`src/sv/ttrc_pkg.sv`:
```
// ----------------------------------------------------------------------------
// ttrc_pkg
// Widths and constants shared by the three-term recurrence checksum files.
// ----------------------------------------------------------------------------
package ttrc_pkg;

  localparam int unsigned DATA_W  = 8;
  localparam int unsigned TERM_W  = 16;
  localparam int unsigned POS_W   = 8;
  localparam int unsigned COEF_W  = 8;
  localparam int unsigned FACT_W  = DATA_W + 1;
  localparam int unsigned PROD_W  = FACT_W + TERM_W;
  localparam int unsigned SUB_W   = COEF_W + TERM_W;
  localparam int unsigned SUM_W   = PROD_W + 1;
  localparam int unsigned FOLD_W  = TERM_W + 1;

  localparam logic [POS_W-1:0]  ALPHA_MUL    = 8'd17;
  localparam logic [POS_W-1:0]  BETA_MUL     = 8'd31;
  localparam logic [TERM_W-1:0] FIRST_OFFSET = 16'd7;
  localparam logic [TERM_W-1:0] TERM_MOD     = 16'hFFFF;
  localparam logic [TERM_W-1:0] TERM_INIT    = 16'd1;

  // Multiple of the modulus that keeps the difference non-negative.
  localparam logic [SUM_W-1:0]  TERM_BIAS    = SUM_W'(65535 * 256);

  typedef logic [DATA_W-1:0] data_t;
  typedef logic [TERM_W-1:0] term_t;
  typedef logic [POS_W-1:0]  pos_t;

endpackage

```
`src/sv/ttrc_in_if.sv`:
```
// ----------------------------------------------------------------------------
// ttrc_in_if
// Byte channel into the checksum: one message byte and its last flag per beat.
// ----------------------------------------------------------------------------
interface ttrc_in_if
  import ttrc_pkg::*;
();
  logic  valid;
  logic  ready;
  data_t data_byte;
  logic  last_byte;

  modport source (output valid, output data_byte, output last_byte, input ready);
  modport sink   (input valid, input data_byte, input last_byte, output ready);
endinterface

```
`src/sv/ttrc_out_if.sv`:
```
// ----------------------------------------------------------------------------
// ttrc_out_if
// Result channel of the checksum: one checksum per beat.
// ----------------------------------------------------------------------------
interface ttrc_out_if
  import ttrc_pkg::*;
();
  logic  valid;
  logic  ready;
  term_t checksum;

  modport source (output valid, output checksum, input ready);
  modport sink   (input valid, input checksum, output ready);
endinterface

```
`src/sv/three_term_recurrence_checksum.sv`:
```
// ----------------------------------------------------------------------------
// three_term_recurrence_checksum
// Byte stream checksum built on a three-term recurrence modulo 65535.
// ----------------------------------------------------------------------------
// Usage:
//   in_ch carries one message byte per beat with last_byte marking the final
//   byte. The first byte of a message seeds the current term with byte+7; each
//   later byte advances the recurrence using position-dependent coefficients.
//   out_ch gives one checksum beat per message, taken from the beat that
//   carried last_byte; bytes not marked last produce no beat.
//   The checksum is registered and valid on out_ch in the cycle after the last
//   byte is taken. Throughput: one byte per cycle while out_ch is not stalled,
//   set by the single term update (two multiplies of the terms and a fold
//   modulo 65535) between the state registers.
//   Reset (rst_n low, synchronous) drops any message in progress and empties
//   the output register. When the receiver stalls, the output register holds
//   its checksum and in_ch.ready stays low until the beat is taken.
// ----------------------------------------------------------------------------
module three_term_recurrence_checksum
  import ttrc_pkg::*;
(
  input  logic       clk,
  input  logic       rst_n,
  ttrc_in_if.sink    in_ch,
  ttrc_out_if.source out_ch
);

  term_t previous_term_r, previous_term_nxt;
  term_t current_term_r,  current_term_nxt;
  pos_t  position_low_r,  position_low_nxt;
  logic  in_message_r,    in_message_nxt;
  logic  out_valid_r,     out_valid_nxt;
  term_t checksum_r,      checksum_nxt;

  logic               in_fire;
  pos_t               alpha;
  pos_t               beta;
  logic [FACT_W-1:0]  factor;
  logic [PROD_W-1:0]  prod;
  logic [SUB_W-1:0]   sub;
  logic               neg;
  logic [SUM_W-1:0]   diff;
  logic [FOLD_W-1:0]  fold;
  term_t              next_term;

  assign in_ch.ready     = !out_valid_r || out_ch.ready;
  assign in_fire         = in_ch.valid && in_ch.ready;
  assign out_ch.valid    = out_valid_r;
  assign out_ch.checksum = checksum_r;

  always_comb begin
    alpha     = POS_W'(position_low_r * ALPHA_MUL);
    beta      = POS_W'(position_low_r * BETA_MUL);
    factor    = FACT_W'(in_ch.data_byte) + FACT_W'(alpha);
    prod      = PROD_W'(factor) * PROD_W'(current_term_r);
    sub       = SUB_W'(beta) * SUB_W'(previous_term_r);
    neg       = PROD_W'(sub) > prod;
    diff      = SUM_W'(prod) + TERM_BIAS - SUM_W'(sub) + SUM_W'(neg);
    fold      = FOLD_W'(diff[TERM_W-1:0]) + FOLD_W'(diff[SUM_W-1:TERM_W]);
    if (fold >= FOLD_W'(TERM_MOD)) begin
      next_term = TERM_W'(fold - FOLD_W'(TERM_MOD));
    end else begin
      next_term = fold[TERM_W-1:0];
    end
  end

  always_comb begin
    previous_term_nxt = previous_term_r;
    current_term_nxt  = current_term_r;
    position_low_nxt  = position_low_r;
    in_message_nxt    = in_message_r;
    out_valid_nxt     = out_valid_r && !out_ch.ready;
    checksum_nxt      = checksum_r;
    if (in_fire) begin
      if (!in_message_r) begin
        previous_term_nxt = TERM_INIT;
        current_term_nxt  = TERM_W'(in_ch.data_byte) + FIRST_OFFSET;
        position_low_nxt  = POS_W'(1);
        in_message_nxt    = 1'b1;
      end else begin
        previous_term_nxt = current_term_r;
        current_term_nxt  = next_term;
        position_low_nxt  = position_low_r + POS_W'(1);
      end
      if (in_ch.last_byte) begin
        checksum_nxt      = current_term_nxt;
        out_valid_nxt     = 1'b1;
        previous_term_nxt = TERM_INIT;
        current_term_nxt  = TERM_INIT;
        position_low_nxt  = '0;
        in_message_nxt    = 1'b0;
      end
    end
  end

  always_ff @(posedge clk) begin
    if (!rst_n) begin
      previous_term_r <= TERM_INIT;
      current_term_r  <= TERM_INIT;
      position_low_r  <= '0;
      in_message_r    <= 1'b0;
      out_valid_r     <= 1'b0;
    end else begin
      previous_term_r <= previous_term_nxt;
      current_term_r  <= current_term_nxt;
      position_low_r  <= position_low_nxt;
      in_message_r    <= in_message_nxt;
      out_valid_r     <= out_valid_nxt;
    end
  end

  always_ff @(posedge clk) begin
    checksum_r <= checksum_nxt;
  end

  a_last_gives_beat: assert property (@(posedge clk) disable iff (!rst_n)
    in_fire && in_ch.last_byte |=> out_valid_r && !in_message_r)
    else $error("last byte did not produce a checksum beat");

  a_mid_stays_open: assert property (@(posedge clk) disable iff (!rst_n)
    in_fire && !in_ch.last_byte |=> in_message_r)
    else $error("message closed without a last byte");

  a_term_shift: assert property (@(posedge clk) disable iff (!rst_n)
    in_fire && in_message_r && !in_ch.last_byte |=> previous_term_r == $past(current_term_r))
    else $error("previous term not advanced from current term");

  a_checksum_range: assert property (@(posedge clk) disable iff (!rst_n)
    out_valid_r |-> checksum_r != TERM_MOD)
    else $error("checksum out of range");

  a_no_overwrite: assert property (@(posedge clk) disable iff (!rst_n)
    out_valid_r && !out_ch.ready |=> out_valid_r && $stable(checksum_r))
    else $error("pending checksum lost");

endmodule

```
`src/flat_wrapper.sv`:
```
// flat-port wrapper written by rule: the top's interface ports become plain ports
module three_term_recurrence_checksum_flat import ttrc_pkg::*;
  (clk, rst_n, in_ch_valid, in_ch_data_byte, in_ch_last_byte, in_ch_ready, out_ch_valid, out_ch_checksum, out_ch_ready);
  ttrc_in_if in_ch_i ();
  ttrc_out_if out_ch_i ();
  input  logic clk;
  input  logic rst_n;
  input wire logic [$bits(in_ch_i.valid)-1:0] in_ch_valid;
  input wire logic [$bits(in_ch_i.data_byte)-1:0] in_ch_data_byte;
  input wire logic [$bits(in_ch_i.last_byte)-1:0] in_ch_last_byte;
  output wire logic [$bits(in_ch_i.ready)-1:0] in_ch_ready;
  output wire logic [$bits(out_ch_i.valid)-1:0] out_ch_valid;
  output wire logic [$bits(out_ch_i.checksum)-1:0] out_ch_checksum;
  input wire logic [$bits(out_ch_i.ready)-1:0] out_ch_ready;
  assign in_ch_i.valid = in_ch_valid;
  assign in_ch_i.data_byte = in_ch_data_byte;
  assign in_ch_i.last_byte = in_ch_last_byte;
  assign in_ch_ready = in_ch_i.ready;
  assign out_ch_valid = out_ch_i.valid;
  assign out_ch_checksum = out_ch_i.checksum;
  assign out_ch_i.ready = out_ch_ready;
  three_term_recurrence_checksum u_core (.clk(clk), .rst_n(rst_n), .in_ch(in_ch_i), .out_ch(out_ch_i));
endmodule
```
`config.mk`:
```
export PLATFORM = sky130hd
export DESIGN_NAME = three_term_recurrence_checksum_flat
export DESIGN_NICKNAME = d
export VERILOG_FILES = /design/src/sv/ttrc_pkg.sv /design/src/sv/ttrc_in_if.sv /design/src/sv/ttrc_out_if.sv /design/src/sv/three_term_recurrence_checksum.sv /design/src/flat_wrapper.sv
export SDC_FILE = /design/constraint.sdc
export NUM_CORES = 1
export LEC_CHECK = 0
export ABC_AREA = 1
export BUFFER_PORTS_ARGS = -buffer_cell sky130_fd_sc_hd__buf_2
export CAP_MARGIN = 15
export CORE_MARGIN = 4
export CORE_UTILIZATION = 37
export DETAILED_ROUTE_END_ITERATION = 8
export GPL_ROUTABILITY_DRIVEN = 0
export GPL_TIMING_DRIVEN = 0
export RECOVER_POWER = 50
export SYNTH_ARGS = -nofsm -noshare
export SYNTH_HDL_FRONTEND = slang
export SYNTH_SLANG_ARGS = --single-unit
```
`constraint.sdc`:
```
create_clock -name clk -period 12.08 [get_ports clk]
set_input_delay 1.208 -clock clk [delete_from_list [all_inputs] [get_ports clk]]
set_output_delay 1.208 -clock clk [all_outputs]
set_load 0.01 [all_outputs]
```
* Word level (Yosys, flattened, before mapping)
Index checks and enable logic that the tools add are counted.
** Storage, ports and cells
- Register bits :: 58
- Latch bits :: 0
- RAM bits :: 0
- Bits in read-only memories :: 0
- Output and inout port bits :: 18
- Memories kept :: 0
** Operators by class
- Add/sub/neg operators :: 8
- $mul :: 4
- Div/mod/pow operators :: 0
- Order comparisons :: 2
- Equality and inequality tests :: 0
- Shift operators :: 0
- Mux-type cells :: 10
- Bitwise operators :: 0
- Reductions and logical operators :: 6
** Operators with widths (count)
- $mux 16 :: 5
- $add 25x24->26 const B :: 1
- $add 26x1->26 :: 1
- $sub 26x24->26 :: 1
- $gt 24x25->1 :: 1
- $mul 9x16->25 :: 1
- $mul 8x16->24 :: 1
- $add 16x10->17 :: 1
- $ge 17x16->1 const B :: 1
- $mul 8x5->8 const B :: 2
- $mux 8 :: 2
- $sub 16x16->16 const B :: 1
- $add 8x3->9 const B :: 1
- $add 8x8->9 :: 1
- $add 8x1->8 const B :: 1
- $mux 1 :: 3
- $logic_and 1x1->1 :: 2
- $logic_not 1->1 :: 2
- $reduce_and 2->1 :: 1
- $logic_or 1x1->1 :: 1

* Logic depth before layout (Yosys ltp)
Gate-level depths: netlist (run 1).
- Word-level depth :: 11
- Mapped depth :: 81
- Mapped depth without buffers :: 79

* Least setup slack after synthesis (run 1)
No wires, ideal clock.
- Path kind :: register to register
- From :: register u_core.position_low_r[1]
- To :: register u_core.checksum_r[12] (netlist: u_core.out_ch.checksum[12]), data pin
- Data arrival time :: 11.942 ns
- Data required time :: 11.811 ns
- Path slack :: -0.131 ns
- Cell stages (with the launch flop) :: 77
- Buffers on the path :: 2
- Cell sequence :: dfxtp_1 > inv_1 > fa_1 > inv_1 > fa_1 > inv_1 > fa_1 > inv_1 > ha_1 > nand2_1 > nand2_1 > a21oi_1 > or2_2 > nand2_1 > clkbuf_1 > nor2_1 > fa_1 > inv_1 > [... 41 more ...] > inv_1 > ha_1 > inv_1 > nor3_1 > o21ai_0 > nand3_1 > nand3_1 > nand2_2 > nand2_1 > nand2_1 > nand3_1 > nor2_2 > nand3_4 > nand2_4 > buf_8 > nand3_1 > nor2_1 > nor3b_1
** Between the ends
- Cells in the longest elaborated chain, start to end :: 10
** Ends and longest elaborated chain
- start: declaration :: line three_term_recurrence_checksum.sv:30 : pos_t position_low_r, position_low_nxt;
- start signal: assignment :: line three_term_recurrence_checksum.sv:106 : position_low_r <= position_low_nxt;
- $mul 8x5->8 :: line three_term_recurrence_checksum.sv:52 : alpha = POS_W'(position_low_r * ALPHA_MUL);
- $add 8x8->9 :: line three_term_recurrence_checksum.sv:54 : factor = FACT_W'(in_ch.data_byte) + FACT_W'(alpha);
- $mul 9x16->25 :: line three_term_recurrence_checksum.sv:55 : prod = PROD_W'(factor) * PROD_W'(current_term_r);
- $add 25x24->26 :: line three_term_recurrence_checksum.sv:58 : diff = SUM_W'(prod) + TERM_BIAS - SUM_W'(sub) + SUM_W'(neg);
- $sub 26x24->26 :: line three_term_recurrence_checksum.sv:58
- $add 26x1->26 * :: line three_term_recurrence_checksum.sv:58
- $add 16x10->17 * :: line three_term_recurrence_checksum.sv:59 : fold = FOLD_W'(diff[TERM_W-1:0]) + FOLD_W'(diff[SUM_W-1:TERM_W]);
- $sub 16x16->16 / $ge 17x16->1 (equally long branches) :: line three_term_recurrence_checksum.sv:61, three_term_recurrence_checksum.sv:60
- $mux 16 * :: line three_term_recurrence_checksum.sv:60 : if (fold >= FOLD_W'(TERM_MOD)) begin
- $mux 16 * :: line three_term_recurrence_checksum.sv:75 : if (!in_message_r) begin
- end signal: assignment :: line three_term_recurrence_checksum.sv:113 : checksum_r <= checksum_nxt;
- end: declaration :: line three_term_recurrence_checksum.sv:33 : term_t checksum_r, checksum_nxt;
Every way passes the cells marked *; elsewhere a longest branch is shown, timed or not.
A chain may end at the register's enable or synchronous reset.

* Worst setup path after layout (run 1)
- From :: register u_core.position_low_r[0]
- To :: register u_core.checksum_r[12] (netlist: u_core.out_ch.checksum[12]), data pin
The elaborated chain is that of the path after synthesis.

==> key figures, run 1 <==
Synthesis
  • Seq cells post-synth: 58
  • Synth async-reset ratio: 0%
  • Post-synth EDFFs: 16
  • Synth Instances: 2,033
  • Synthesized net count: 2,440
  • Cell accounting for the most synthesized area: fa_1
  • Post-Syn Area: 0.0148 mm2
  • Ys flop type: dfxtp_1
  • Synth area leaders: fa_1 27%, ha_1 16%, inv_1 12%
  • Number of distinct library cells after synthesis: 53
  • Avg Cell Area, Syn: 7.30 um2
  • Seq/Total Area, Yosys: 8.90%
  • Top-area cell type share of the netlist area: 27.1%
  • Yosys warnings: 0

Timing
  • Relative slew margins: 37.4%
  • Clock Skews: 0.00631 ns
  • Shortest period the worst path allows: 12.28 ns
  • Unrepaired setup endpoints after global routing: yes
  • Slew @ Worst Pin: 0.938 ns
  • Hold Violations, Final: 0
  • PnR worst setup slack: -0.198 ns
  • Fmax: 0.0814 GHz
  • Final Setup Violations: 32
  • Final period util: 102%
  • Fin. max-slew vios: 0

Worst setup path
  • Setup CP Type: reg -> reg
  • Crit Path Max Fanout: 7
  • Critical Path AT: 12.32 ns
  • Required time worst endpoint: 12.12 ns
  • Critical Path End Type: register
  • Critical path's slowest cell: fa_1
  • Slowest stage delay, CP: 0.56 ns
  • Most used cell along the critical path: nand2_2
  • Delay-heaviest family, CP: adder cells
  • CP startpoint kind: register
  • Buf/Inv on CP: 14

Clocking
  • Hold buffer count at CTS: 0
  • CTS Buf Count: 9
  • Clock slew at reported path FFs: 0.05 ns
  • Clk_lat worst skew: 0.33 ns
  • CTS root buf: clkbuf_16
  • Longest Clk Path Bufs: 2
  • Max H-tree Level: 3
  • CTS tree: yes
  • Num Clock Sinks: 58

Layout
  • Filler Cells Inserted: 3,985
  • Final Util: 44.5%
  • N_diodes: 0
  • Share of layout cells above drive strength 1: 17.0%
  • Area Overhead vs Synth: 19.2%
  • Final Net Count: 2,573

Detailed routing
  • Via count: 13,155
  • Post-route DRC: 0
  • Initial drt markers: 681
  • DRT Pass-1 Iters: 5
  • Final WL: 41.7 mm
  • Vias per cell: 4.88
  • DRT antenna net count: 0
  • Wire per inst: 15.5 um

Placement
  • Detailed Place HPWL: 34.3 mm
  • Port bufs: 30

Floorplanning
  • I/O pin cnt: 31
  • Die Area: 0.0434 mm2
  • Die Wd: 208 um
  • Die span in y: 208 um
  • CORE AREA: 0.0397 mm2
  • Initial Util: 37.4%
  • FP Rows: 73

Run
  • Max-cap violations: 0

Global routing
  • Initial antenna violation count: 0
  • Global-route wire length before repair: 67.1 mm
  • Vias in the first global route: 13,152
  • Total track usage: 18.9%
  • Gr ovfl total: 0
  • Largest net degree at the start of global routing: 18

Status
  • Failing checks: negative setup slack
  • Status: finished with violations

Min path
  • Hold Crit Class: reg -> reg
[metrics by stage]
step	setup slack [ns]	hold slack (ns)	cell area [um2]	TNS (ns)	instances
floorplan	0.00706	0.444	14800	0	2033
global placement	-2.25	0.453	15700	-64.22	2588
detailed placement	-2.39	0.454	15700	-69.48	2588
CTS	0.00202	0.462	17100	0	2676
global route	-0.766	0.504	17700	-22.21	2696
finish	-0.198	0.469	17700	-3.69	2696
[flip-flops by register name, indices dropped and copies added, names as in the netlist]
| register | count |
|---|---|
| u_core.in_message_r | 1 |
| u_core.current_term_r | 16 |
| u_core.previous_term_r | 16 |
| u_core.out_ch.checksum | 16 |
| u_core.out_ch.valid | 1 |
| u_core.position_low_r | 8 |
[final cells by class]
type	instances	area, um2	area share, %
multi-input cells	1444	12500	70.6
inverters	476	1800	10.2
flip-flops and latches	58	1340	7.56
repair buffers	122	843	4.77
well taps	525	657	3.71
plain buffers	55	305	1.73
clock buffers	10	229	1.29
clock inverters	6	33.8	0.191
[logic make-up after synthesis]
group                    Yosys count  share of synthesized area [%]
AO/OA/AOI/OAI                    182                           6.62
adder cells (fa/ha/maj)          394                           43.4
AND/OR/NAND/NOR                  780                           22.0
flip-flops                        58                           8.90
buffers and inverters            531                           13.6
XOR/XNOR                          88                           5.51
[worst paths after layout]
check	from	slack, ns	cells after the start	to
setup / recovery	u_core.position_low_r[0]	-0.20	72	u_core.out_ch.checksum[12]
hold / removal	u_core.current_term_r[13]	0.47	2	u_core.current_term_r[13]
setup reg to reg	u_core.position_low_r[0]	-0.20	72	u_core.out_ch.checksum[12]
hold reg to reg	u_core.current_term_r[13]	0.47	2	u_core.current_term_r[13]
[placed cells by master (no fill, tap or decap), drive strengths merged, types with 2 or more instances in the layout]
| cell | count |
|---|---|
| a211oi | 5 |
| a21boi | 4 |
| a21o | 2 |
| a21oi | 120 |
| a31oi | 4 |
| and2 | 4 |
| buf | 115 |
| clkbuf | 72 |
| clkinv | 4 |
| clkinvlp | 2 |
| dfxtp | 42 |
| edfxtp | 16 |
| fa | 201 |
| ha | 193 |
| inv | 476 |
| nand2 | 470 |
| nand3 | 89 |
| nand3b | 3 |
| nand4 | 14 |
| nor2 | 169 |
| nor3 | 18 |
| nor4 | 2 |
| o211ai | 3 |
| o21ai | 35 |
| o21bai | 3 |
| or2 | 10 |
| xnor2 | 32 |
| xor2 | 55 |
[routing by layer]
metal,up-vias,global-route usage [%],wire (um),part of all wire [%]
met2,302,31.9,20300,49
met4,0,5.73,1320,3.2
met1,6372,25.9,18400,44
li1,6397,-,-,-
met5,-,0,0,0
met3,84,1.51,1680,4.0
[Yosys cell counts, drive strengths merged (2+ instances only)]
cell      n
xnor2    32
edfxtp   16
nand2   470
a21o      2
fa      201
dfxtp    42
nand3    89
or2      10
o21ai    35
a211oi    5
nand4    14
a21boi    4
nor2    169
o21bai    3
buf       8
xor2     55
nand3b    3
ha      193
and2      4
nor3     18
o211ai    3
a31oi     4
nor4      2
inv     475
clkbuf   47
a21oi   120
[repair_timing]
action / 4_1_cts / 5_1_grt
setup buffers: 73 / 19
pin swaps: 66 / 77
resized for setup: 164 / 125
gates cloned: 0 / 1
endpoints found under the setup margin: 32 / 32
[worst reg2reg max path: cells and delay by family, from the launching register on]
family | cells | cell delay, ns
AO/OA/AOI/OAI | 6 | 0.98
AND/OR/NAND/NOR | 37 | 3.71
adder cells (fa/ha/maj) | 13 | 5.25
buffers and inverters | 14 | 1.27
XOR/XNOR | 2 | 0.43
flip-flops | 1 | 0.35
Power of run 1 is not shown: default switching activity piles up to over one toggle a cycle in this logic, so the estimate is an artifact.
==> inputs of run 2 (changes only) <==
CELL_PAD_IN_SITES_DETAIL_PLACEMENT = 2   (was not set)
CELL_PAD_IN_SITES_GLOBAL_PLACEMENT = 2   (was not set)
CORE_UTILIZATION = 35   (was 37)
PLACE_DENSITY_LB_ADDON = 0.1   (was not set)
==> key figures, run 2 (synthesis gave the netlist of run 1 again) <==
Timing
  • PnR worst setup slack: -0.501 ns (-0.303 ns)
  • Fmax: 0.0795 GHz (-2.4%)
  • Relative slew margins: 35.1% (-2.3 points)
  • Hold slack final: 0.489 ns (+0.0197 ns)
  • Slew @ Worst Pin: 0.972 ns (+0.0339 ns)
  • Final period util: 104% (+2.5 points)
  • Clock Skews: 0.00792 ns (+0.00161 ns)
  • Hold Violations, Final: 0 (unchanged)
  • Final Setup Violations: 32 (unchanged)
  • Unrepaired setup endpoints after global routing: yes
  • Shortest period the worst path allows: 12.58 ns (+0.303 ns)
  • Fin. max-slew vios: 0 (unchanged)

Floorplanning
  • Die Wd: 214 um (+2.7%)
  • Die span in y: 214 um (+2.7%)
  • CORE AREA: 0.0419 mm2 (+5.6%)
  • Die Area: 0.0458 mm2 (+5.5%)
  • Initial Util: 35.4% (-2.0 points)
  • FP Rows: 75 (+2.7%)
  • I/O pin cnt: 31 (unchanged)

Layout
  • Area Overhead vs Synth: 21.1%
  • Final Net Count: 2,573 (unchanged)
  • Commonest non-fill, non-tap cell in the layout: inv_1
  • Commonest non-fill, non-tap cells in the layout: 452 x inv_1, 410 x nand2_1, 197 x fa_1, 173 x ha_1, 148 x nor2_1
  • N_diodes: 0 (unchanged)
  • Filler Cells Inserted: 4,838 (+21%)
  • Share of layout cells above drive strength 1: 18.2% (+1.2 points)

Global routing
  • Global-route wire length before repair: 87.0 mm (+30%)
  • Vias in the first global route: 15,437 (+17%)
  • Largest net degree at the start of global routing: 18 (unchanged)
  • Initial antenna violation count: 0 (unchanged)
  • Gr ovfl total: 0 (unchanged)
  • Total track usage: 23.9% (+5.1 points)

Clocking
  • CTS root buf: clkbuf_16
  • Hold buffer count at CTS: 0 (unchanged)
  • CTS Buf Count: 9 (unchanged)
  • Longest Clk Path Bufs: 2 (unchanged)
  • CTS tree: yes
  • Clk_lat worst skew: 0.33 ns (about the same)
  • Num Clock Sinks: 58 (unchanged)
  • Clock slew at reported path FFs: 0.06 ns (about the same)
  • Max H-tree Level: 3 (unchanged)

Worst setup path
  • Most used cell along the critical path: nand2_2
  • Worst r2r path cells: 74 (+2.8%)
  • Buf/Inv on CP: 11 (-3)
  • Delay-heaviest family, CP: adder cells
  • Setup CP Type: reg -> reg
  • Critical R2R Capture: u_core.out_ch.checksum[11]
  • Critical path's slowest cell: fa_1
  • CP startpoint kind: register
  • Crit Path Max Fanout: 6 (-1)
  • Slowest stage delay, CP: 0.60 ns (+0.04 ns)
  • Critical Path AT: 12.62 ns (+0.30 ns)
  • Required time worst endpoint: 12.12 ns (about the same)
  • First element of the critical path: u_core.position_low_r[0]
  • Stages on worst setup path: 74 (+2.8%)
  • Crit path to: u_core.out_ch.checksum[11]
  • Reg-to-reg startpoint: u_core.position_low_r[0]
  • Register-to-register setup slack: -0.50 ns (-0.30 ns)
  • Critical Path End Type: register

Run
  • Max-cap violations: 0 (unchanged)

Status
  • Status: finished with violations
  • Failing checks: negative setup slack

Detailed routing
  • DRT Pass-1 Iters: 5 (unchanged)
  • Wire per inst: 20.7 um (+34%)
  • Initial drt markers: 508 (-25%)
  • Final WL: 56.0 mm (+34%)
  • DRT antenna net count: 0 (unchanged)
  • Via count: 13,548 (+3.0%)
  • Post-route DRC: 0 (unchanged)
  • Vias per cell: 5.00 (+2.5%)

Placement
  • Port bufs: 30 (unchanged)
  • Detailed Place HPWL: 45.4 mm (+33%)

Min path
  • Hold Crit Class: reg -> reg
## run 2: changes by cell type in the layout (fill, tap and decap cells not counted), sizes merged
cell / previous run / this run
inv: 476 / 473
clkinvlp: 2 / 4
clkbuf: 72 / 73
buf: 115 / 114
clkinv: 4 / 5
## run 2: tightest hold or removal path, cell delays in order, from the launching register on
cell and delay (ns):
dfxtp_1 0.31, nand2_1 0.07, a21oi_1 0.06
## run 2: layer usage
layer | vias to the layer above | part of all wire, % | global-route usage, %
met5 | - | 0 | 0
met3 | 36 | 1.9 | 1.22
met4 | 0 | 1.6 | 4.97
met1 | 6997 | 43 | 30.7
met2 | 124 | 53 | 44.7
li1 | 6391 | - | -
## run 2: how the worst min path moves through the flow
stage	end	from	cells after the start	slack, ns
after floorplan	u_core.current_term_r[13]	u_core.current_term_r[13]	2	0.44
after global placement	u_core.current_term_r[13]	u_core.current_term_r[13]	2	0.45
after detailed placement	u_core.current_term_r[13]	u_core.current_term_r[13]	2	0.47
after CTS	u_core.current_term_r[13]	u_core.current_term_r[13]	2	0.49
after global routing	u_core.current_term_r[13]	u_core.current_term_r[13]	2	0.50
final	u_core.current_term_r[13]	u_core.current_term_r[13]	2	0.49
## run 2: cell type report
type	count	area [um2]	share of cell area, %
multi-input cells	1444	12700	70.8
well taps	539	674	3.75
plain buffers	55	312	1.73
repair buffers	122	845	4.70
clock buffers	10	229	1.27
clock inverters	6	33.8	0.188
inverters	476	1810	10.1
flip-flops and latches	58	1340	7.44
## run 2: repair_timing
| item | 4_1_cts | 5_1_grt |
|---|---|---|
| pin swaps | 103 | 72 |
| resized for setup | 241 | 84 |
| endpoints found under the setup margin | 32 | 32 |
| setup buffers | 68 | 24 |
| endpoints found under the hold margin | 0 | 0 |
| gates cloned | 1 | 0 |
## run 2: metrics by stage
| step | utilization, % | cell area [um2] | instances | setup slack [ns] | TNS (ns) |
|---|---|---|---|---|---|
| final | 42.9 | 18000 | 2710 | -0.501 | -12.61 |
| after global routing | 42.9 | 18000 | 2710 | -1.17 | -34.44 |
| after CTS | 41.7 | 17500 | 2687 | -0.329 | -7.91 |
| after detailed placement | 37.4 | 15700 | 2602 | -3.38 | -99.95 |
| after global placement | 37.4 | 15700 | 2602 | -3.14 | -92.35 |
| after floorplan | - | 14800 | 2033 | 0.00706 | 0 |
Power of run 2 is left out for the same reason.
==> inputs of run 3 (changes only) <==
MAX_ROUTING_LAYER = met4   (was not set)
==> key figures, run 3 (synthesis gave the netlist of run 1 again) <==
Clocking
  • CTS root buf: clkbuf_16
  • Num Clock Sinks: 58 (unchanged)
  • CTS tree: yes
  • CTS Buf Count: 9 (unchanged)
  • Longest Clk Path Bufs: 2 (unchanged)
  • Max H-tree Level: 3 (unchanged)
  • Clock slew at reported path FFs: 0.06 ns (about the same)
  • Clk_lat worst skew: 0.33 ns (about the same)

Worst setup path
  • Reg-to-reg startpoint: u_core.position_low_r[0]
  • Crit Path Max Fanout: 6 (unchanged)
  • Critical path's slowest cell: fa_1
  • Buf/Inv on CP: 11 (unchanged)
  • Delay-heaviest family, CP: adder cells
  • Required time worst endpoint: 12.12 ns (about the same)
  • Critical Path AT: 12.65 ns (+0.03 ns)
  • Register-to-register setup slack: -0.53 ns (-0.03 ns)
  • Most used cell along the critical path: nand2_2
  • Critical Path End Type: register
  • Worst r2r path cells: 74 (unchanged)
  • Setup CP Type: reg -> reg
  • Critical R2R Capture: u_core.out_ch.checksum[15]
  • Slowest stage delay, CP: 0.60 ns (about the same)
  • Crit path to: u_core.out_ch.checksum[15]
  • First element of the critical path: u_core.position_low_r[0]
  • Stages on worst setup path: 74 (unchanged)
  • CP startpoint kind: register

Status
  • Status: finished with violations
  • Failing checks: negative setup slack

Global routing
  • Vias in the first global route: 15,437 (unchanged)
  • Met1 Track Usage GR: 30.8% (+0.053 points)
  • Gr busiest metal: met2
  • Initial antenna violation count: 0 (unchanged)
  • Global-route wire length before repair: 87.0 mm (about the same)
  • Largest net degree at the start of global routing: 18 (unchanged)
  • Gr ovfl total: 0 (unchanged)
  • GR Util met3: 1.22% (unchanged)
  • Total track usage: 24.6% (+0.72 points)
  • Met2 Use GR: 44.7% (about the same)

Layout
  • Commonest non-fill, non-tap cell in the layout: inv_1
  • N_diodes: 0 (unchanged)
  • Area Overhead vs Synth: 21.4%
  • Share of layout cells above drive strength 1: 18.2% (-0.046 points)
  • Commonest non-fill, non-tap cells in the layout: 452 x inv_1, 410 x nand2_1, 197 x fa_1, 173 x ha_1, 148 x nor2_1
  • Final Net Count: 2,573 (unchanged)

Floorplanning
  • Die Wd: 214 um (unchanged)
  • FP Rows: 75 (unchanged)
  • Initial Util: 35.4% (unchanged)
  • I/O pin cnt: 31 (unchanged)
  • Die span in y: 214 um (unchanged)
  • CORE AREA: 0.0419 mm2 (unchanged)
  • Die Area: 0.0458 mm2 (unchanged)

Timing
  • Hold slack final: 0.484 ns (-0.00451 ns)
  • Clock Skews: 0.00658 ns (-0.00134 ns)
  • Fmax: 0.0793 GHz (-0.25%)
  • PnR worst setup slack: -0.532 ns (-0.0312 ns)
  • Unrepaired setup endpoints after global routing: yes
  • Final Setup Violations: 32 (unchanged)
  • Fin. max-slew vios: 0 (unchanged)
  • Final period util: 104% (+0.26 points)
  • Hold Violations, Final: 0 (unchanged)
  • Relative slew margins: 34.1% (-1.0 points)
  • Shortest period the worst path allows: 12.61 ns (+0.0312 ns)
  • Slew @ Worst Pin: 0.987 ns (+0.0153 ns)

Detailed routing
  • Post-route DRC: 0 (unchanged)
  • Initial drt markers: 516 (+1.6%)
  • Wire per inst: 20.9 um (+1.3%)
  • DRT antenna net count: 0 (unchanged)
  • Final WL: 56.7 mm (+1.3%)
  • Via count: 13,630 (+0.61%)
  • DRT Pass-1 Iters: 5 (unchanged)
  • Vias per cell: 5.03 (+0.61%)

Min path
  • Hold path cells: 2 (unchanged)
  • Hold Crit Class: reg -> reg

Placement
  • Dpl ws: -3.38 ns (unchanged)
  • Port bufs: 30 (unchanged)
  • Detailed Place HPWL: 45.4 mm (unchanged)

Run
  • Max-cap violations: 0 (unchanged)
==> run 3: cell counts in the layout (fill, tap and decap cells not counted) <==
Identical to the previous run, type by type.
==> run 3: cell type report <==
cell class,instances,area (um2)
Sequential cell,58,1340
Clock inverter,6,33.8
Multi-Input combinational cell,1444,12800
Clock buffer,10,229
Inverter,476,1810
Timing Repair Buffer,122,861
Fill cell,4845,23900
Buffer,55,312
Tap cell,539,674
==> run 3: metrics by stage <==
step | utilization [%] | cells | cell area, um2 | TNS (ns)
5_1_grt | 42.9 | 2710 | 18000 | -35.40
2_1_floorplan | - | 2033 | 14800 | 0
3_5_place_dp | 37.4 | 2602 | 15700 | -99.95
4_1_cts | 41.7 | 2687 | 17500 | -7.91
6_report | 42.9 | 2710 | 18000 | -13.40
3_3_place_gp | 37.4 | 2602 | 15700 | -92.35
==> run 3: what timing repair did <==
action,CTS,global route
pin swaps,103,68
gates resized for setup,241,88
cloned,1,0
endpoints found under the setup margin,32,32
setup buffers,68,24
hold buffers,0,0
==> run 3: how the worst min path moves through the flow <==
stage,from,end
after floorplan,u_core.current_term_r[13],u_core.current_term_r[13]
after global placement,u_core.current_term_r[13],u_core.current_term_r[13]
after detailed placement,u_core.current_term_r[13],u_core.current_term_r[13]
after CTS,u_core.current_term_r[13],u_core.current_term_r[13]
after global routing,u_core.current_term_r[13],u_core.current_term_r[13]
final,u_core.current_term_r[13],u_core.current_term_r[13]
==> run 3: routing by layer <==
metal,vias up,part of all wire [%]
met2,131,53
met3,39,2.0
li1,6388,-
met4,0,1.6
met1,7072,43
met5,-,0
==> run 3: tightest hold or removal path: cells and delay by family, from the launching register on <==
family | cells | cell delay, ns
AOI/OAI and AO/OA | 1 | 0.06
and+or+nand+nor | 1 | 0.07
DFF | 1 | 0.31
Power of run 3 is left out for the same reason.
